<file path="src/sv/fwf_pkg.sv">
// ----------------------------------------------------------------------------
// fwf_pkg
// Shared constants, register indexes and the stage control type for the
// window filter with edge copy.
// ----------------------------------------------------------------------------
package fwf_pkg;

   localparam int MAX_TAPS_DEF    = 7;
   localparam int SAMPLE_BITS_DEF = 16;
   localparam int NUM_COEFS       = 7;
   localparam int COEF_W          = 18;
   localparam int COEF_FRAC       = 16;
   localparam int NUM_TAPS_W      = 3;
   localparam int CSR_ADDR_W      = 4;
   localparam int CSR_DATA_W      = 18;
   localparam int COEF_UNITY_IDX  = 3;

   localparam logic [NUM_TAPS_W-1:0]    NUM_TAPS_RST = 3'd7;
   localparam logic signed [COEF_W-1:0] COEF_UNITY   = 18'sd65536;
   localparam logic signed [COEF_W-1:0] COEF_ZERO    = 18'sd0;

   // register indexes on the csr port
   localparam logic [CSR_ADDR_W-1:0] CSR_NUM_TAPS = 4'd0;
   localparam logic [CSR_ADDR_W-1:0] CSR_COEF_0   = 4'd1;

   // control carried along with each word in the pipeline
   typedef struct packed {
      logic valid;
      logic filt;
      logic last;
   } job_type;

endpackage

</file>
<file path="src/sv/fwf_sum.sv">
// ----------------------------------------------------------------------------
// fwf_sum
// Adds the tap products into one registered accumulator.
// ----------------------------------------------------------------------------
module fwf_sum #(
   parameter int MAX_TAPS    = fwf_pkg::MAX_TAPS_DEF,
   parameter int SAMPLE_BITS = fwf_pkg::SAMPLE_BITS_DEF
) (
   input  logic                                          clock,
   input  logic                                          reset,
   input  fwf_pkg::job_type                              p_job,
   input  logic signed [SAMPLE_BITS-1:0]                 p_raw,
   input  logic signed [fwf_pkg::COEF_W+SAMPLE_BITS-1:0] p_prod [MAX_TAPS],
   output logic                                          s_ready,
   input  logic                                          o_ready,
   output fwf_pkg::job_type                              s_job,
   output logic signed [SAMPLE_BITS-1:0]                 s_raw,
   output logic signed [fwf_pkg::COEF_W+SAMPLE_BITS+$clog2(MAX_TAPS)-1:0] s_acc
);
   import fwf_pkg::*;

   localparam int ACC_W = COEF_W + SAMPLE_BITS + $clog2(MAX_TAPS);

   job_type                       job_ff;
   logic signed [SAMPLE_BITS-1:0] raw_ff;
   logic signed [ACC_W-1:0]       acc_ff, acc_in;

   assign s_ready = !job_ff.valid || o_ready;

   always_comb begin
      acc_in = '0;
      for (int k = 0; k < MAX_TAPS; k++) begin
         acc_in = acc_in + ACC_W'(p_prod[k]);
      end
   end

   always_ff @(posedge clock) begin
      if (reset) begin
         job_ff <= '0;
      end else if (s_ready) begin
         job_ff <= p_job;
      end
   end

   always_ff @(posedge clock) begin
      if (s_ready) begin
         raw_ff <= p_raw;
         acc_ff <= acc_in;
      end
   end

   assign s_job = job_ff;
   assign s_raw = raw_ff;
   assign s_acc = acc_ff;

endmodule

</file>
<file path="config.mk">
export PLATFORM = sky130hd
export DESIGN_NAME = fwf_sum
export DESIGN_NICKNAME = d
export VERILOG_FILES = /design/src/sv/fwf_pkg.sv /design/src/sv/fwf_sum.sv
export SDC_FILE = /design/constraint.sdc
export NUM_CORES = 1
export LEC_CHECK = 0
export BUFFER_PORTS_ARGS = -buffer_cell sky130_fd_sc_hd__buf_4
export CORE_UTILIZATION = 40
export CTS_CLUSTER_DIAMETER = 150
export DETAILED_ROUTE_END_ITERATION = 16
export GPL_ROUTABILITY_DRIVEN = 0
export GPL_TIMING_DRIVEN = 0
export PLACE_DENSITY = 0.7
export SLEW_MARGIN = 30
export SYNTH_ARGS = -nofsm -noshare
export SYNTH_HDL_FRONTEND = slang
export SYNTH_SLANG_ARGS = --single-unit
</file>
<file path="constraint.sdc">
create_clock -name clock -period 14.1 [get_ports clock]
set_input_delay 2.82 -clock clock [delete_from_list [all_inputs] [get_ports clock]]
set_output_delay 2.82 -clock clock [all_outputs]
set_load 0.01 [all_outputs]
</file>
* After elaboration in Yosys (flattened, before gate mapping) *
Index checks and enable logic that the tools add are counted.

word-level totals
  logic and storage cells = 13
  bits of input ports = 260
  bits in registers = 56
  output and inout port bits = 57

operators by class
  reduce and logical (&&, ||, !) cells = 2
  add/sub/neg operators = 6

operators by type and width
  cell                     count
  adder 37 x 34 -> 37 bit  3
  adder 36 x 34 -> 37 bit  1
  adder 35 x 34 -> 36 bit  1
  adder 34 x 34 -> 35 bit  1
  zero test 1 bit          1
  logical OR 1 bit         1

* Longest topological paths before layout *
  word-level depth = 6
  depth in mapped cells = 17
  depth with buffers taken out = 16

* Worst setup path after synthesis *
OpenSTA, ideal clock, no wires.

  kind = input port to output port
  start point = input port o_ready
  end point = output port s_ready
  path slack = 6994 ps
  data arrival time = 4286 ps
  stages on the path = 1
  required time = 11280 ps
  buffers on the path = 0
  path through = nand2b_1

on the way
  cells in the longest elaborated chain, start to end = 1

ends and longest elaborated chain
  what              RTL line       text
  from (decl)       fwf_sum.sv:15  input logic o_ready,
  logical OR 1 bit  fwf_sum.sv:28  assign s_ready = !job_ff.valid || o_ready;
  to (decl)         fwf_sum.sv:14  output logic s_ready,

Every way passes these cells.

* Final worst setup path *
  start point = input port p_prod[119] (netlist name)
  end point = register acc_ff[36], in the netlist s_acc[36], data pin

on the way
  cells in the longest elaborated chain, start to end = 4

ends and longest elaborated chain
  what                                  RTL line       text
  from (decl)                           fwf_sum.sv:13  input logic signed [fwf_pkg::COEF_W+SAMPLE_BITS-1:0] p_prod [MAX_TAPS],
  adder 36 x 34 -> 37 bit               fwf_sum.sv:33  acc_in = acc_in + ACC_W'(p_prod[k]);
  adder 37 x 34 -> 37 bit (3 in a row)  fwf_sum.sv:33
  via acc_in[36]                        fwf_sum.sv:26  logic signed [ACC_W-1:0] acc_ff, acc_in;
  to (signal assigned)                  fwf_sum.sv:48  acc_ff <= acc_in;
  to (decl)                             fwf_sum.sv:26

The timed path passes the listed nets, and every way through them passes these cells.
A chain may end at the register's enable or synchronous reset.

==> impl_metrics.csv <==
group,metric,value,unit
logic_synthesis,synth_area,8910,sq um
setup_path,crit_arrival,7210,ps
logic_synthesis,avgSynthCellArea,9.33,sq um
global_routing,grt_pass1_wl,31.3,mm
clocking,cts.sinks,56,
drt,num_vias,6968,
pwr,p_per_area,226,nW/um^2
finish,ff_latch_area,1650,sq um
drt,drt_iter0_markers,274,
drt,wl_met1,7.63,mm
finish,syn_to_final_growth,32.5,%
hold_path,whs_endpoint,"s_job[1]",
clocking,hold_buffers,0,
clocking,cts_tree,"yes",
finish,multi_input_area,5640,sq um
floorplan,die_y,151,microns
drt,dr_wl_met2,10.3,mm
drt,drt-vias-per-instance,4.47,
setup_path,cp.required,14140,ps
global_routing,grt_overflow,0,
setup_path,endpoint_kind,"flop",
logic_synthesis,synthDominantCellAreaShare,38.7,%
logic_synthesis,synth-edff-count,53,
sta,fmax,139,MHz
finish,nNetsFinal,1749,
floorplan,initial_core_util,40.8,%
setup_path,path_max_fanout,8,
sta,slew_headroom,59.8,%
finish,antennaDiodeCount,0,
setup_path,r2r-end,"s_job[1]",
global_routing,antenna_found_initial,0,
logic_synthesis,synthArstFlopShare,0,%
sta,fin_crit,7170,ps
hold_path,hold_class,"flop to flop",
setup_path,reg2reg_from,"s_job[2]",
logic_synthesis,ys_warn_count,0,
run,drv_cap,0,
floorplan,pin_count,317,
finish,fillers,2023,
sta,setup_viol,0,
clocking,clk_pin_slew_worst_paths,70,ps
clocking,insertion_delay,290,ps
setup_path,criticalPathCategory,"input pin to flop",
pwr,power_leakage,0.00663,uW
drt,dr.pass1.iters,4,
sta,maxSlewViolCount,0,
clocking,numCtsBuffers,5,
finish,final_cell_mix,"inv_1, buf_4, fa_1",
global_routing,grt_pass1_vias,7182,
logic_synthesis,ys_seq_elements,56,
placement,io_buffers,316,
logic_synthesis,syn_inst,955,
drt,drc,0,
drt,wl_per_cell,12.6,microns
pwr,peakVddDrop,100,uV
placement,place_hpwl,18.1,mm
floorplan,design.die.area,22900,sq um
drt,totalWireLength,19.7,mm
clocking,clock_path_buffers,2,
sta,tightestPinTransition,594,ps
logic_synthesis,syn-num-nets,1425,
logic_synthesis,synth.area.top_cells,"fa_1, edfxtp_1, inv_1, ha_1, xnor2_1",
finish,final_common_cell,"inv_1",
sta,fin_tns_setup,0,ps
clocking,post_cts_buffers,0,
logic_synthesis,synth-seq-area-share,18.5,%
sta,hold_violations,0,
drt,ant_nets,0,
clocking,cts_resized,0,
run_status,status,"finished clean",
floorplan,fp.coreArea,21800,sq um
global_routing,gr-usage-all-layers,17.3,%
sta,rsz0062_at_grt,"false",
floorplan,die_w,151,microns
clocking,clock-root-buffer,"clkbuf_16",
global_routing,grt_max_degree,33,
hold_path,hp-start,"s_job[1]",
hold_path,min_delay_path_depth,2,
sta,min_period_over_period,50.9,%
sta,whs,517,ps
logic_synthesis,synth_flop_cell,"edfxtp_1",
setup_path,reg2reg_depth,4,
drt,wl_met3,1.46,mm
logic_synthesis,synth_area_leader_cell,"fa_1",
finish,drive_above_1_share,27.3,%
drt,top_layer,"met4",
floorplan,row_count,54,
setup_path,rrSetupSlack,12790,ps
sta,finClkSkew,6.34,ps
clocking,h-tree-depth,2,
logic_synthesis,synth_cell_types,57,
setup_path,critPathLaunchType,"input pin",
routing by layer:
metal,global-route usage [%],up-vias
li1,-,3420
met1,20.4,3313
met2,32.5,217
met3,2.74,18
met4,3.65,0
met5,0,-
flip-flops by register name, indices dropped and copies added (netlist names):
| name | count |
|---|---|
| s_raw | 16 |
| s_job | 3 |
| s_acc | 37 |
metrics by stage:
step                      instance area [sq um]  cells  power (uW)  utilization (%)  setup WS [ps]
after floorplan                            8910    955        2000                -           6990
after global placement                    11600   1551        2520             53.3           5940
after detailed placement                  11700   1552        2550             53.4           6580
after CTS                                 11800   1560        2680             54.1           6880
after global routing                      11800   1560        2970             54.1           6700
final                                     11800   1560        2670             54.1           6930
worst max path at each step:
stage                     start         to  slack (ps)  cells after the start
finish              p_prod[119]  s_acc[36]        6930                     18
global route        p_prod[119]  s_acc[36]        6700                     18
CTS                 p_prod[119]  s_acc[36]        6880                     18
detailed placement  p_prod[119]  s_acc[36]        6580                     18
global placement        o_ready    s_ready        5940                      3
floorplan               o_ready    s_ready        6990                      1
worst max-delay path, stage by stage:
cell      delay (ps)
buf_4             70
inv_1             40
fa_1             540
inv_1             60
fa_1             530
inv_1             50
fa_1             460
fa_1             490
inv_1             40
ha_1             260
buf_2            180
nand4_1          170
nor3_2           300
and4_1           220
o21ai_1          110
o311ai_1         530
o21ai_1          170
xnor2_1          170
synth_stat cells, drive strengths merged, types with 10 or more instances:
cell,instances
fa,172
nor2,23
a21o,19
a21oi,45
edfxtp,53
ha,38
clkbuf,11
nand2,18
xnor2,26
nand4,10
inv,416
o21ai,22
report_power, final:
part | switching, uW | internal, uW
registers | 16.2 | 352
clock network | 58.3 | 65.8
logic | 1230 | 944
total | 1300 | 1360
cells by family after synthesis:
logic type | Yosys count | synth area share, %
buf+inv | 431 | 18.2
fa+ha+maj | 210 | 44.0
simple gates | 92 | 5.56
compound gates | 129 | 9.97
xor+xnor | 34 | 3.34
flops | 56 | 18.5
mux | 3 | 0.351
layout make-up:
class / count / area share, %
flip-flops and latches: 56 / 14.0
clock buffers: 6 / 1.09
repair buffers: 317 / 20.3
clock inverters: 2 / 0.106
well taps: 280 / 2.97
multi-input cells: 468 / 47.8
inverters: 416 / 13.2
plain buffers: 15 / 0.530
Power figures use the tool's default switching activity.
