`src/sv/fwf_pkg.sv`:
```
// ----------------------------------------------------------------------------
// fwf_pkg
// Shared constants, register indexes and the stage control type for the
// window filter with edge copy.
// ----------------------------------------------------------------------------
package fwf_pkg;

   localparam int MAX_TAPS_DEF    = 7;
   localparam int SAMPLE_BITS_DEF = 16;
   localparam int NUM_COEFS       = 7;
   localparam int COEF_W          = 18;
   localparam int COEF_FRAC       = 16;
   localparam int NUM_TAPS_W      = 3;
   localparam int CSR_ADDR_W      = 4;
   localparam int CSR_DATA_W      = 18;
   localparam int COEF_UNITY_IDX  = 3;

   localparam logic [NUM_TAPS_W-1:0]    NUM_TAPS_RST = 3'd7;
   localparam logic signed [COEF_W-1:0] COEF_UNITY   = 18'sd65536;
   localparam logic signed [COEF_W-1:0] COEF_ZERO    = 18'sd0;

   // register indexes on the csr port
   localparam logic [CSR_ADDR_W-1:0] CSR_NUM_TAPS = 4'd0;
   localparam logic [CSR_ADDR_W-1:0] CSR_COEF_0   = 4'd1;

   // control carried along with each word in the pipeline
   typedef struct packed {
      logic valid;
      logic filt;
      logic last;
   } job_type;

endpackage

```
`src/sv/fwf_out.sv`:
```
// ----------------------------------------------------------------------------
// fwf_out
// Rounds and saturates the accumulator, picks the raw sample at sequence
// edges, and holds the result word for the output channel.
// ----------------------------------------------------------------------------
module fwf_out #(
   parameter int MAX_TAPS    = fwf_pkg::MAX_TAPS_DEF,
   parameter int SAMPLE_BITS = fwf_pkg::SAMPLE_BITS_DEF
) (
   input  logic                                  clock,
   input  logic                                  reset,
   input  fwf_pkg::job_type                      s_job,
   input  logic signed [SAMPLE_BITS-1:0]         s_raw,
   input  logic signed [fwf_pkg::COEF_W+SAMPLE_BITS+$clog2(MAX_TAPS)-1:0] s_acc,
   output logic                                  o_ready,
   output logic                                  rsp_valid,
   input  logic                                  rsp_ready,
   output logic [SAMPLE_BITS-1:0]                rsp_value,
   output logic                                  rsp_last
);
   import fwf_pkg::*;

   localparam int ACC_W = COEF_W + SAMPLE_BITS + $clog2(MAX_TAPS);
   localparam logic signed [ACC_W-1:0] HALF_LSB = ACC_W'(64'sd1 <<< (COEF_FRAC - 1));
   localparam logic signed [ACC_W-1:0] SAT_MAX  = ACC_W'((64'sd1 <<< (SAMPLE_BITS - 1)) - 64'sd1);
   localparam logic signed [ACC_W-1:0] SAT_MIN  = -SAT_MAX - ACC_W'(1);

   logic                    valid_ff, valid_in, last_ff, last_in;
   logic [SAMPLE_BITS-1:0]  value_ff, value_in;
   logic signed [ACC_W-1:0] rounded, sat;

   assign o_ready = !valid_ff || rsp_ready;

   always_comb begin
      // round half up, then clamp to the sample range
      rounded = (s_acc + HALF_LSB) >>> COEF_FRAC;
      if (rounded > SAT_MAX) begin
         sat = SAT_MAX;
      end else if (rounded < SAT_MIN) begin
         sat = SAT_MIN;
      end else begin
         sat = rounded;
      end
      valid_in = s_job.valid;
      last_in  = s_job.last;
      value_in = s_job.filt ? sat[SAMPLE_BITS-1:0] : s_raw;
   end

   always_ff @(posedge clock) begin
      if (reset) begin
         valid_ff <= 1'b0;
      end else if (o_ready) begin
         valid_ff <= valid_in;
      end
   end

   always_ff @(posedge clock) begin
      if (o_ready) begin
         last_ff  <= last_in;
         value_ff <= value_in;
      end
   end

   assign rsp_valid = valid_ff;
   assign rsp_value = value_ff;
   assign rsp_last  = last_ff;

endmodule

```
`config.mk`:
```
export PLATFORM = sky130hd
export DESIGN_NAME = fwf_out
export DESIGN_NICKNAME = d
export VERILOG_FILES = /design/src/sv/fwf_pkg.sv /design/src/sv/fwf_out.sv
export SDC_FILE = /design/constraint.sdc
export NUM_CORES = 1
export LEC_CHECK = 0
export ABC_CLOCK_PERIOD_IN_PS = 2890
export BUFFER_PORTS_ARGS = -buffer_cell sky130_fd_sc_hd__buf_2
export CAP_MARGIN = 20
export CORE_MARGIN = 2
export CORE_UTILIZATION = 40
export DETAILED_ROUTE_END_ITERATION = 8
export PLACE_DENSITY = 0.8
export RECOVER_POWER = 50
export SLEW_MARGIN = 10
export SYNTH_ARGS = -nofsm -noshare
export SYNTH_HDL_FRONTEND = slang
export SYNTH_SLANG_ARGS = --single-unit
```
`constraint.sdc`:
```
create_clock -name clock -period 2.89 [get_ports clock]
set_clock_uncertainty 0.15 [all_clocks]
set_input_delay 0.4335 -clock clock [delete_from_list [all_inputs] [get_ports clock]]
set_output_delay 0.4335 -clock clock [all_outputs]
set_load 0.005 [all_outputs]
```
-- Word-level counts from Yosys, hierarchy flattened
Cells that the tools add are included.
- bits in registers: 18
- bits of input ports: 59
- output and inout bits: 19
- logic and storage cells: 11
- add/subtract/negate cells: 1
- order comparisons: 2
- mux-type cells: 3
- reduce and logical (&&, ||, !) cells: 2
- operators with widths (kind ; count):
    $mux 16 ; 3
    $add 37x17->37 const B ; 1
    $gt 21x16->1 const B ; 1
    $lt 21x16->1 const B ; 1
    $logic_not 1->1 ; 1
    $logic_or 1x1->1 ; 1

-- Logic depth before layout (Yosys ltp)
- word-level depth: 5
- gate-level depth with buffers: 8
- mapped depth without buffers: 7

-- Worst setup path after synthesis
Ideal clock, no wire load.
- kind: input to register
- start: input s_acc[15] in the netlist's numbering
- end: register value_ff[10] (netlist: rsp_value[10]) (data pin)
- library setup time: 271 ps
- arrival: 1810 ps
- required time: 2469 ps
- slack: 660 ps
- stages: 8
- buffers on the path: 1
- cells stage by stage: ha_1 > nand2_1 > nor4_1 > nand3_1 > mux2i_1 > o21ai_2 > buf_6 > o2111ai_1
- cells in the longest elaborated chain, start to end: 5
- elaborated cells between the ends (all ways): 6
- those cells by class: 1 x add/sub; 2 x order compare; 3 x mux
- RTL lines (what ; RTL line ; source):
    start: declaration ; fwf_out.sv:14 ; input logic signed [fwf_pkg::COEF_W+SAMPLE_BITS+$clog2(MAX_TAPS)-1:0] s_acc,
    $add 37x17->37 (*) ; fwf_out.sv:36 ; rounded = (s_acc + HALF_LSB) >>> COEF_FRAC;
    $lt 21x16->1 ; fwf_out.sv:39 ; end else if (rounded < SAT_MIN) begin
    $mux 16 ; fwf_out.sv:39 ;
    $mux 16 (*) ; fwf_out.sv:37 ; if (rounded > SAT_MAX) begin
    $mux 16 (*) ; fwf_out.sv:46 ; value_in = s_job.filt ? sat[SAMPLE_BITS-1:0] : s_raw;
    via value_in[10] ; fwf_out.sv:29 ; logic [SAMPLE_BITS-1:0] value_ff, value_in;
    end signal: assignment ; fwf_out.sv:60 ; value_ff <= value_in;
    end: declaration ; fwf_out.sv:29 ;
Mark *: on every way through the listed nets, which the timed path passes. The rest lies on a longest branch.
A chain may end at the register's enable or synchronous reset.

-- Final worst setup path
- start: input s_acc[16] in the netlist's numbering
- end: register value_ff[3] (netlist: rsp_value[3]) (data pin)
Same word-level chain as after synthesis.

==> results.sh <==
export IMPL_status="completed"
export IMPL_required_ns=2.75
export IMPL_coreArea_um2=3360
export IMPL_h_tree_depth=1
export IMPL_layout_setup_ws_ns=0.685
export IMPL_clock_latency_ns=0.27
export IMPL_synth_warning_count=0
export IMPL_power_switching_uw=154
export IMPL_routed_wl_um=3100
export IMPL_pwr_share_clk_pct=22.9
export IMPL_final_hold_viol_count=0
export IMPL_max_cap_violations=0
export IMPL_worstPathArrival_ns=2.07
export IMPL_fin_cells=266
export IMPL_cts_buffer_depth=2
export IMPL_initial_core_util_pct=41.7
export IMPL_post_dp_hpwl_um=2600
export IMPL_synth_cell_types=39
export IMPL_crit_path_end_kind="register"
export IMPL_setup_worst_path_start_class="input port"
export IMPL_p_int_uw=466
export IMPL_floorplan_rows=21
export IMPL_yosysSeqAreaShare_pct=37.9
export IMPL_boundaryPins=78
export IMPL_die_width_um=63.2
export IMPL_synth_cells=155
export IMPL_cts_resized_gates=0
export IMPL_syn_to_final_growth_pct=28.4
export IMPL_io_buffers=62
export IMPL_grt_start_max_net_pins=20
export IMPL_min_period_over_period_pct=76.3
export IMPL_drc_errors=0
export IMPL_gp_congestion=0.791
export IMPL_combPwrFrac_pct=25.2
export IMPL_yosysTopAreaCell="edfxtp_1"
export IMPL_p_sw_share_pct=24.8
export IMPL_cts_tree="yes"
export IMPL_clkSlewWorstSetupHoldPaths_ns=0.09
export IMPL_hold_buffers=0
export IMPL_max_freq_mhz=454
export IMPL_antenna_found_initial=0
export IMPL_syn_area_um2=1400
export IMPL_setup_violations=0
export IMPL_synth_area_leaders="edfxtp_1 36%, o2111ai_1 8.1%, xnor2_1 8.1%"
export IMPL_viasPerCell=5.13
export IMPL_rsz0062_at_grt="false"
export IMPL_finalMaxSlewViolations=0
export IMPL_vias=1364
export IMPL_final_nets=281
export IMPL_grt_usage_pct=15.0
export IMPL_detail_route_antenna_nets=0
export IMPL_drt_iter0_drc=25
export IMPL_critical_path_class="input port to register"
export IMPL_worst_pin_slew_ns=0.914
export IMPL_irDropWorstVdd_mv=0.128
export IMPL_relSlewSlack_pct=39.0
export IMPL_layout_min_cycle_time_ns=2.20
export IMPL_synthDominantCellAreaShare_pct=36.4
export IMPL_synth_ff_type="edfxtp_1"
export IMPL_cts_sinks=18
export IMPL_syn_num_nets=215
export IMPL_timing_hold_ws_ns=0.151
export IMPL_synth_edf_count=17
export IMPL_pre_cts_ws_ns=0.399
export IMPL_place_inst=262
export IMPL_cts_made_buffers=3
export IMPL_syn_area_per_cell_um2=9.04
export IMPL_wl_per_cell_um=11.6
export IMPL_hold_class="input port to register"
export IMPL_postCtsSetupBuffers=0
export IMPL_grt_overflow_total=0
export IMPL_leakage_uw=0.000716
export IMPL_grt_pass1_wl_um=4840
export IMPL_crit_fanout=15
export IMPL_cts_root_buffer_cell="clkbuf_4"
export IMPL_drive_gt1_share_pct=35.5
export IMPL_cellPowerDensity_nw_per_um2=344
export IMPL_ys_ff_latch=18
export IMPL_die_h_um=63.2
export IMPL_first_global_vias=1145
export IMPL_dr_pass1_iters=4
export IMPL_diodes=0
export IMPL_dieArea_um2=3990
export IMPL_seq_power_share_pct=51.8
export IMPL_tns_ns=0
export IMPL_async_flop_share_pct=0
export IMPL_final_area_um2=1800
export IMPL_place_area_um2=1770
==> final timing paths <==
check	startpoint	end	slack [ns]	depth (start not counted)
worst max-delay path	s_acc[16]	rsp_value[3]	0.69	10
worst min-delay path	reset	rsp_valid	0.15	2
worst min register to register	rsp_valid	rsp_value[1]	0.93	2
worst max register to register	rsp_valid	rsp_value[6]	1.30	2
==> Yosys cell counts (2+ instances only) <==
library cell / count
and3_1: 4
edfxtp_1: 17
nor4_2: 2
nand3_1: 15
inv_1: 6
xor2_1: 4
nand2b_1: 10
nor2_1: 8
nor4_1: 2
nor3_1: 2
nand4_1: 7
clkbuf_1: 2
nand2_1: 26
o2111ai_1: 13
xnor2_1: 13
==> flip-flops by register name (all words and copies together) (netlist names) <==
register,count
rsp_value,16
rsp_last,1
rsp_valid,1
==> cell usage in the layout, fill, tap and decap left out, types with 2 or more instances in the layout <==
master,netlist,layout
buf_2,1,61
nand2_1,26,26
edfxtp_1,17,17
nand3_1,15,15
xnor2_1,13,13
o2111ai_1,13,13
nand2b_1,10,10
nor2_1,8,8
nand4_1,7,7
inv_1,6,6
and3_1,4,4
xor2_1,4,4
clkbuf_4,0,3
buf_4,1,3
nor4_1,2,2
nor3_1,2,2
nor4_2,2,2
clkbuf_1,2,2
==> area by class of cell <==
type                    instances  area (µm²)
clock buffers                   4        36.3
fillers                       343        1560
inverters                       6        22.5
multi-input cells             126         817
flip-flops and latches         18         531
well taps                      46        57.6
repair buffers                 66         335
==> per-stage QoR <==
| stage | power (µW) | util, % |
|---|---|---|
| floorplan | 405 | - |
| detailed placement | 484 | 52.6 |
| finish | 619 | 53.5 |
| CTS | 626 | 53.6 |
| global route | 654 | 53.5 |
| global placement | 481 | 52.6 |
==> logic make-up after synthesis <==
logic type / share of synthesized area [%]
buffers and inverters: 3.84
XOR/XNOR: 10.6
adder cells (fa/ha/maj): 0.893
flip-flops: 37.9
AO/OA/AOI/OAI: 13.2
AND/OR/NAND/NOR: 32.9
multiplexers: 0.714
==> critical path, cell delays in order <==
cell and delay (ns):
buf_2 0.11, ha_1 0.24, nand2_1 0.16, nor4_1 0.21, buf_4 0.17, nand3_1 0.09
mux2i_1 0.16, o21ai_2 0.13, buf_4 0.21, o2111ai_1 0.14
==> metal layers <==
| metal | vias to the layer above | wire (µm) | GRT usage, % |
|---|---|---|---|
| met5 | - | 0 | 0 |
| met4 | 0 | 31 | 5.71 |
| met3 | 2 | 193 | 0.714 |
| met2 | 58 | 1510 | 25.8 |
| met1 | 590 | 1370 | 19.8 |
| li1 | 714 | - | - |
==> power groups by stage <==
stage          logic [µW]  clock network (µW)  registers, µW
3_3_place_gp          155                   0            326
5_1_grt               173                 157            324
2_1_floorplan        72.0                   0            333
3_5_place_dp          157                   0            327
4_1_cts               158                 147            321
6_report              156                 142            321
Note: power is estimated with default switching activity, not from simulation.
