**config.mk**
```make
export PLATFORM = sky130hd
export DESIGN_NAME = fwf_csr
export DESIGN_NICKNAME = d
export VERILOG_FILES = /design/src/sv/fwf_pkg.sv /design/src/sv/fwf_csr.sv
export SDC_FILE = /design/constraint.sdc
export NUM_CORES = 1
export LEC_CHECK = 0
export BUFFER_PORTS_ARGS = -buffer_cell sky130_fd_sc_hd__buf_2
export CORE_MARGIN = 5
export CORE_UTILIZATION = 30
export CTS_BUF_LIST = sky130_fd_sc_hd__clkbuf_4
export CTS_CLUSTER_SIZE = 8
export DETAILED_ROUTE_END_ITERATION = 10
export MAX_ROUTING_LAYER = met4
export PLACE_DENSITY_LB_ADDON = 0.12
export SYNTH_ARGS = -nofsm -noshare
export SYNTH_HDL_FRONTEND = slang
export SYNTH_SLANG_ARGS = --single-unit
```
**constraint.sdc**
```tcl
create_clock -name clock -period 1.2 [get_ports clock]
set_input_delay 0.06 -clock clock [delete_from_list [all_inputs] [get_ports clock]]
set_output_delay 0.06 -clock clock [all_outputs]
set_load 0.02 [all_outputs]
```
**src/sv/fwf_pkg.sv**
```systemverilog
// ----------------------------------------------------------------------------
// fwf_pkg
// Shared constants, register indexes and the stage control type for the
// window filter with edge copy.
// ----------------------------------------------------------------------------
package fwf_pkg;

   localparam int MAX_TAPS_DEF    = 7;
   localparam int SAMPLE_BITS_DEF = 16;
   localparam int NUM_COEFS       = 7;
   localparam int COEF_W          = 18;
   localparam int COEF_FRAC       = 16;
   localparam int NUM_TAPS_W      = 3;
   localparam int CSR_ADDR_W      = 4;
   localparam int CSR_DATA_W      = 18;
   localparam int COEF_UNITY_IDX  = 3;

   localparam logic [NUM_TAPS_W-1:0]    NUM_TAPS_RST = 3'd7;
   localparam logic signed [COEF_W-1:0] COEF_UNITY   = 18'sd65536;
   localparam logic signed [COEF_W-1:0] COEF_ZERO    = 18'sd0;

   // register indexes on the csr port
   localparam logic [CSR_ADDR_W-1:0] CSR_NUM_TAPS = 4'd0;
   localparam logic [CSR_ADDR_W-1:0] CSR_COEF_0   = 4'd1;

   // control carried along with each word in the pipeline
   typedef struct packed {
      logic valid;
      logic filt;
      logic last;
   } job_type;

endpackage

```
**src/sv/fwf_csr.sv**
```systemverilog
// ----------------------------------------------------------------------------
// fwf_csr
// Configuration registers: window length and the tap weights.
// ----------------------------------------------------------------------------
module fwf_csr (
   input  logic                                 clock,
   input  logic                                 reset,
   input  logic                                 csr_we,
   input  logic [fwf_pkg::CSR_ADDR_W-1:0]       csr_addr,
   input  logic [fwf_pkg::CSR_DATA_W-1:0]       csr_wdata,
   output logic [fwf_pkg::NUM_TAPS_W-1:0]       num_taps,
   output logic signed [fwf_pkg::COEF_W-1:0]    coef [fwf_pkg::NUM_COEFS]
);
   import fwf_pkg::*;

   logic [NUM_TAPS_W-1:0]    num_taps_ff, num_taps_in;
   logic signed [COEF_W-1:0] coef_ff [NUM_COEFS];
   logic signed [COEF_W-1:0] coef_in [NUM_COEFS];

   always_comb begin
      num_taps_in = num_taps_ff;
      for (int k = 0; k < NUM_COEFS; k++) begin
         coef_in[k] = coef_ff[k];
      end
      if (csr_we) begin
         if (csr_addr == CSR_NUM_TAPS) begin
            num_taps_in = csr_wdata[NUM_TAPS_W-1:0];
         end
         for (int k = 0; k < NUM_COEFS; k++) begin
            if (csr_addr == CSR_COEF_0 + CSR_ADDR_W'(k)) begin
               coef_in[k] = $signed(csr_wdata[COEF_W-1:0]);
            end
         end
      end
   end

   always_ff @(posedge clock) begin
      if (reset) begin
         num_taps_ff <= NUM_TAPS_RST;
         for (int k = 0; k < NUM_COEFS; k++) begin
            coef_ff[k] <= (k == COEF_UNITY_IDX) ? COEF_UNITY : COEF_ZERO;
         end
      end else begin
         num_taps_ff <= num_taps_in;
         for (int k = 0; k < NUM_COEFS; k++) begin
            coef_ff[k] <= coef_in[k];
         end
      end
   end

   assign num_taps = num_taps_ff;
   always_comb begin
      for (int k = 0; k < NUM_COEFS; k++) begin
         coef[k] = coef_ff[k];
      end
   end

endmodule

```
Yosys cells after proc, flatten, opt, wreduce, memory -nomap -nowiden --
Memories as Yosys holds them, arrays and structs flattened. Cells that the tools add are included.
Storage, ports and cells: register bits 3, bits in writable memories 126, input port bits 25, output and inout port bits 129, logic and storage cells 36, memories 1
Operators by class: equality and inequality tests 7, mux-type cells 18, bitwise gates (word level) 7, reductions and logical operators 2
Memory list:
- coef_ff | words 7, width 18, read ports 7, clocked after memory_dff 0, wr ports 7, line fwf_csr.sv:17 | logic signed [COEF_W-1:0] coef_ff [NUM_COEFS];
Operators with widths (number):
- $mux W18 | 14
- $mux W126 | 1
- $eq A4 B3 Y1 const B | 4
- $eq A4 B2 Y1 const B | 2
- $or A1 B1 Y1 | 7
- $eq A4 B1 Y1 const B | 1
- $logic_not A4 Y1 | 1
- $mux W1 | 3
- $reduce_and A2 Y1 | 1

Longest topological paths before layout --
Gate-level depths: netlist of run 1.
depth in word-level cells 4, depth in mapped cells 6, gate-level depth less buffers 3

Worst setup path before layout of run 1 --
OpenSTA, ideal clock, no wires.
kind input to register, start input port csr_addr[3] (netlist name), end memory coef_ff[1][10], library setup time 72 ps, arrival 965 ps, required time 1128 ps, slack 163 ps, cell stages on the path 5, cell sequence nor3b_2 > and2_1 > buf_6 > buf_6 > mux2i_1
RTL lines:
- start: declaration | line fwf_csr.sv:9 | input logic [fwf_pkg::CSR_ADDR_W-1:0] csr_addr,
- end: declaration | line fwf_csr.sv:17

==> results of run 1 <==
## cells in the final DEF, fill, tap and decap left out, drive strengths merged
cell type	count
nor3b	1
clkinv	10
clkinvlp	3
buf	162
nor2	9
and2	3
nand3	2
nand2	5
clkbuf	19
and2b	1
nor2b	1
dlygate4sd3	13
nand2b	143
mux2i	129
and3b	1
bufinv	2
dfxtp	129
## synth_stat cells, drive strengths merged
cell type,n,area (um^2)
nand2,5,43.8
and2,3,18.8
and2b,1,10.0
buf,12,126
nor2b,1,8.76
mux2i,129,1290
nand3,2,15.0
and3b,1,8.76
nand2b,143,895
clkbuf,17,63.8
nor2,9,33.8
nor3b,1,12.5
dfxtp,129,2580
## layout make-up
| cell class | instances | area (um^2) |
|---|---|---|
| sequential | 129 | 2640 |
| clock inverter | 15 | 125 |
| fill | 1678 | 9850 |
| timing repair buffer | 177 | 1290 |
| tap | 220 | 275 |
| clock buffer | 17 | 128 |
| multi-input combinational | 295 | 2340 |
## stage by stage
stage / TNS, ns / utilization / setup WS (ns) / total power [mW]
final: -0.000228 / 0.408 / -0.000228 / 7.75
after global routing: 0 / 0.408 / 0.00000577 / 8.13
after CTS: 0 / 0.393 / 0.000487 / 7.89
after detailed placement: 0 / 0.368 / 0.0442 / 5.05
after global placement: 0 / 0.368 / 0.0564 / 5.04
after floorplan: 0 / - / 0.163 / 4.82
## sequential cells by signal, indices dropped and copies added (netlist names)
| signal | count |
|---|---|
| num_taps | 3 |
| coef_ff | 126 |
## cell families after synthesis
logic type,Yosys count
buffers and inverters,29
DFF,129
muxes,129
and+or+nand+nor,166
## per-layer routing
| layer | vias up | part of all wire | wire length, um |
|---|---|---|---|
| met4 | 0 | 0.0084 | 117 |
| met3 | 8 | 0.079 | 1100 |
| met1 | 1738 | 0.43 | 6020 |
| met5 | - | 0 | 0 |
| li1 | 1830 | - | - |
| met2 | 107 | 0.48 | 6650 |
## repair_timing
action,CTS,global route
resized for setup,11,133
hold endpoints to repair,70,0
hold buffers,14,0
endpoints found under the setup margin,11,97
## power by group
group	total [mW]	internal, mW	leakage, nW	switching [mW]
Combinational	0.622	0.289	2.31	0.333
Clock	2.76	1.17	0.132	1.58
Sequential	4.37	4.34	1.06	0.0320
## critical path: cells and delay by family
family | cells | cell delay (ns)
muxes | 1 | 0.07
buffers and inverters | 4 | 1.41
and+or+nand+nor | 1 | 0.09
## worst paths after layout
check | to | slack [ns] | cells past startpoint
setup / recovery | num_taps[1] | -0.0002 | 6
hold / removal | coef_ff[1][6] | 0.02 | 3
setup reg to reg | coef_ff[1][14] | 0.58 | 2
hold reg to reg | coef_ff[0][1] | 0.48 | 2
==> results_dict.tcl, run 1 <==
set metrics [dict create \
    fp.dieH_um 141 \
    cpMostUsedCell "dlygate4sd3_1" \
    r2r-start "coef_ff[1][14]" \
    synthSimpleGateAreaFrac 0.205 \
    grt_pass1_vias 3822 \
    arrival_ns 1.63 \
    muxShareOfSynthArea 0.253 \
    cp.required_ns 1.63 \
    postCtsSetupBuffers 0 \
    drive_gt1_frac 0.387 \
    drtPass1Iterations 4 \
    drt_wl_total_mm 13.9 \
    grt_max_degree 43 \
    antenna_found_initial 0 \
    die-area_um2 19700 \
    clkLatencyLatePin_ns 0.53 \
    postPlaceCellArea_um2 6120 \
    grt-ovfl-total 0 \
    hold_class "in2reg" \
    clk_path_buf_depth 2 \
    vias 3683 \
    synthesis.nets 478 \
    synth_compound_area_frac 0 \
    ys_seq_elements 129 \
    met2_usage 0.232 \
    critPathSlowestCell "dlygate4sd3_1" \
    met1_usage 0.175 \
    slowest_delay_ns 0.55 \
    cap_violations 0 \
    start_util 0.307 \
    hold_start "csr_wdata[6]" \
    grt.total_usage 0.148 \
    area_growth_pct 32.9 \
    rsz0062_at_grt "no" \
    leakagePower_nw 3.51 \
    ir_worst_vdd_mv 0.466 \
    synth_xor_xnor_area_share 0 \
    core_um2 16600 \
    ys_types 19 \
    cp-end-kind "flop" \
    dp_cells 808 \
    synth_fa_ha_area_frac 0 \
    violations "negative setup slack" \
    worstSetupPathType "in2reg" \
    numPortBuffers 153 \
    die_width_um 141 \
    finalHoldViolCount 0 \
    clk_pin_slew_ns 0.12 \
    cts_buffers 17 \
    min_period_ns 1.20 \
    first_iter_violations 123 \
    htree_levels 4 \
    slew_headroom 0.707 \
    cp_max_fo 36 \
    clock_sinks 129 \
    ant_nets 0 \
    ys_seq_area_frac 0.505 \
    pwr_density_cell_nw_per_um2 1140 \
    nets 645 \
    grt_use_met3 0.0641 \
    synth_top_family_by_area "multiplexers" \
    syn_area_per_cell_um2 11.3 \
    hpwl_mm 9.80 \
    cts-root-buf "clkbuf_4" \
    fin_skew_ns 0 \
    grt_pass1_wl_mm 21.8 \
    timing.final.crit_share 1.00 \
    timing.fmax_ghz 0.833 \
    setup_viol 1 \
    gp_congestion 0.739 \
    cts_tree "done" \
    final_cells 853 \
    holdWs_ns 0.0151 \
    maxSlewViolCount 0 \
    cp_cell_sequence "dlygate4sd3_1 > buf_4 > buf_12 > nor2_1 > dlygate4sd3_1 > mux2i_1" \
    yosysWarnings 0 \
    rows 47 \
    grt.busiest_layer "met2" \
    ios 154 \
    design_area_um2 6790 \
    drc_errors 0 \
    n_antenna_cell 0 \
    vias_per_cell 4.32 \
    worst_slew_pin_slew_ns 0.440 \
    synthCells 453 \
    timing.final.ws_setup_ns -0.000228 \
    status "finished, violations left" \
    synth_area_um2 5110 \
    critPathLaunch "reset" \
    startpoint_type "input port" \
    wl_per_cell_um 16.3 \
]
(Power assumes the default switching activity.)
==> run 2: changes to the inputs <==
--- a/config.mk
+++ b/config.mk
@@ -8,9 +8,10 @@
 export BUFFER_PORTS_ARGS = -buffer_cell sky130_fd_sc_hd__buf_2
 export CORE_MARGIN = 5
 export CORE_UTILIZATION = 30
-export CTS_BUF_LIST = sky130_fd_sc_hd__clkbuf_4
+export CTS_BUF_LIST = sky130_fd_sc_hd__clkbuf_16
 export CTS_CLUSTER_SIZE = 8
 export DETAILED_ROUTE_END_ITERATION = 10
+export HOLD_SLACK_MARGIN = 0.02
 export MAX_ROUTING_LAYER = met4
 export PLACE_DENSITY_LB_ADDON = 0.12
 export SYNTH_ARGS = -nofsm -noshare
==> run 2 against run 1 <==
The run now ends clean; critical path depth is 5 lower; flip-flop and latch count stayed put; utilization is 0.49 points lower; clock-buffer cell count stayed put; non-clock buffer count is 9 lower; hold slack better by 0.065 ns; combinational power is 6.9% lower; register-to-register slack hardly changed; power is 26% higher; first-iteration DRC count is 5.7% higher; cell count is 1.1% lower; critical path type is now reg2out; critical endpoint is now coef[103]; largest power group is now the clock network.
==> results_dict.tcl, run 2 (synthesis gave the netlist of run 1 again) <==
set metrics [dict create \
    clkLatencyLatePin_ns 0.41 \
    cp_max_fo 2 \
    ant_nets 0 \
    postCtsSetupBuffers 0 \
    drive_gt1_frac 0.317 \
    timing.final.crit_share 0.842 \
    n_antenna_cell 0 \
    slew_headroom 0.704 \
    worst_slew_pin_slew_ns 0.444 \
    clk_path_buf_depth 2 \
    area_growth_pct 31.3 \
    seq_power_share 0.448 \
    pwr_density_cell_nw_per_um2 1450 \
    drt_wl_total_mm 13.7 \
    die-area_um2 19700 \
    r2r_setup_slack_ns 0.58 \
    timing.final.ws_setup_ns 0.189 \
    grt_max_degree 43 \
    drc_errors 0 \
    core_um2 16600 \
    grt.total_usage 0.147 \
    regMostFlops "coef_ff" \
    post-place-ws_ns 0.0442 \
    cts_buffers 17 \
    hpwl_mm 9.80 \
    ios 154 \
    clock_sinks 129 \
    largest_reg_flops 126 \
    seqCellArea_um2 2580 \
    p_total_mw 9.76 \
    maxSlewViolCount 0 \
    p_comb_frac 0.059 \
    wl_per_cell_um 16.3 \
    final_cells 844 \
    final_cell_mix "buf_2, nand2b_1, mux2i_1, dfxtp_1, clkbuf_16" \
    cts-root-buf "clkbuf_16" \
    dp_cells 808 \
    htree_levels 4 \
    switching_share 0.223 \
    die_width_um 141 \
    finalHoldViolCount 0 \
    cp-end-kind "output port" \
    cts_tree "done" \
    multi_input_area_um2 2340 \
    ir_worst_vdd_mv 0.956 \
    rsz0062_at_grt "no" \
    grt_pass1_vias 3789 \
    arrival_ns 0.95 \
    cp.depth 1 \
    cellInternalPower_mw 7.58 \
    gp_congestion 0.739 \
    nFillCells 1658 \
    grt_pass1_wl_mm 21.7 \
    pwr-share-clk 0.493 \
    nets 636 \
    slowest_delay_ns 0.36 \
    first_iter_violations 130 \
    leakagePower_nw 3.58 \
    setup_viol 0 \
    tns_ns 0 \
    rows 47 \
    vias 3649 \
    worstSetupPathType "reg2out" \
    cp_cell_sequence "buf_2" \
    holdPathStages 3 \
    clk_pin_slew_ns 0.06 \
    antenna_found_initial 0 \
    rr_worst_depth 2 \
    vias_per_cell 4.32 \
    p_sw_mw 2.18 \
    cp_top_family "flip-flops" \
    status "completed" \
    critPathSlowestCell "dfxtp_1" \
    numPortBuffers 153 \
    startpoint_type "flop" \
    fin_skew_ns 0 \
    drtPass1Iterations 4 \
    fp.dieH_um 141 \
    cap_violations 0 \
    timing.fmax_ghz 0.989 \
    hold_class "in2reg" \
    utilization 0.403 \
    min_period_ns 1.01 \
    grt-ovfl-total 0 \
    layout_commonest_cell "buf_2" \
    start_util 0.307 \
    cp_num_buf_inv 1 \
    cp.required_ns 1.14 \
]
run 2: cell types whose count changed in the layout (fill, tap and decap cells not counted), sizes merged:
| cell | previous run | this run |
|---|---|---|
| buf | 162 | 164 |
| dlygate4sd3 | 13 | 4 |
| clkbuf | 19 | 17 |
run 2: power groups by stage:
stage	logic [mW]	registers [mW]	clock network, mW
2_1_floorplan	0.294	4.53	0
3_3_place_gp	0.581	4.46	0
3_5_place_dp	0.585	4.46	0
4_1_cts	0.596	4.37	4.97
5_1_grt	0.632	4.38	5.16
6_report	0.579	4.37	4.81
run 2: timing repair:
action / in CTS / in global routing
hold buffers: 4 / 0
resized for setup: 0 / 0
hold endpoints to repair: 4 / 0
run 2: through the flow:
step                hold slack (ns)  area [um^2]
floorplan                     0.221         5110
CTS                          0.0857         6710
global route                  0.143         6710
finish                       0.0796         6710
global placement              0.334         6120
detailed placement            0.344         6120
run 2: cell type report:
| cell class | instances | share of cell area |
|---|---|---|
| Sequential cell | 129 | 0.385 |
| Multi-Input combinational cell | 295 | 0.348 |
| Timing Repair Buffer | 168 | 0.144 |
| Clock buffer | 17 | 0.0634 |
| Tap cell | 220 | 0.0410 |
| Clock inverter | 15 | 0.0186 |
run 2: routing by layer:
layer / vias to the layer above / wire length (um) / GRT usage
met1: 1707 / 6030 / 0.175
li1: 1811 / - / -
met3: 18 / 1060 / 0.0545
met2: 113 / 6420 / 0.227
met4: 0 / 232 / 0.0571
met5: - / 0 / -
run 2: final timing paths:
check,from,end
setup / recovery,coef_ff[1][13],coef[103]
hold / removal,csr_wdata[17],coef_ff[5][17]
setup reg to reg,coef_ff[1][13],coef_ff[1][13]
hold reg to reg,coef_ff[4][14],coef_ff[4][14]
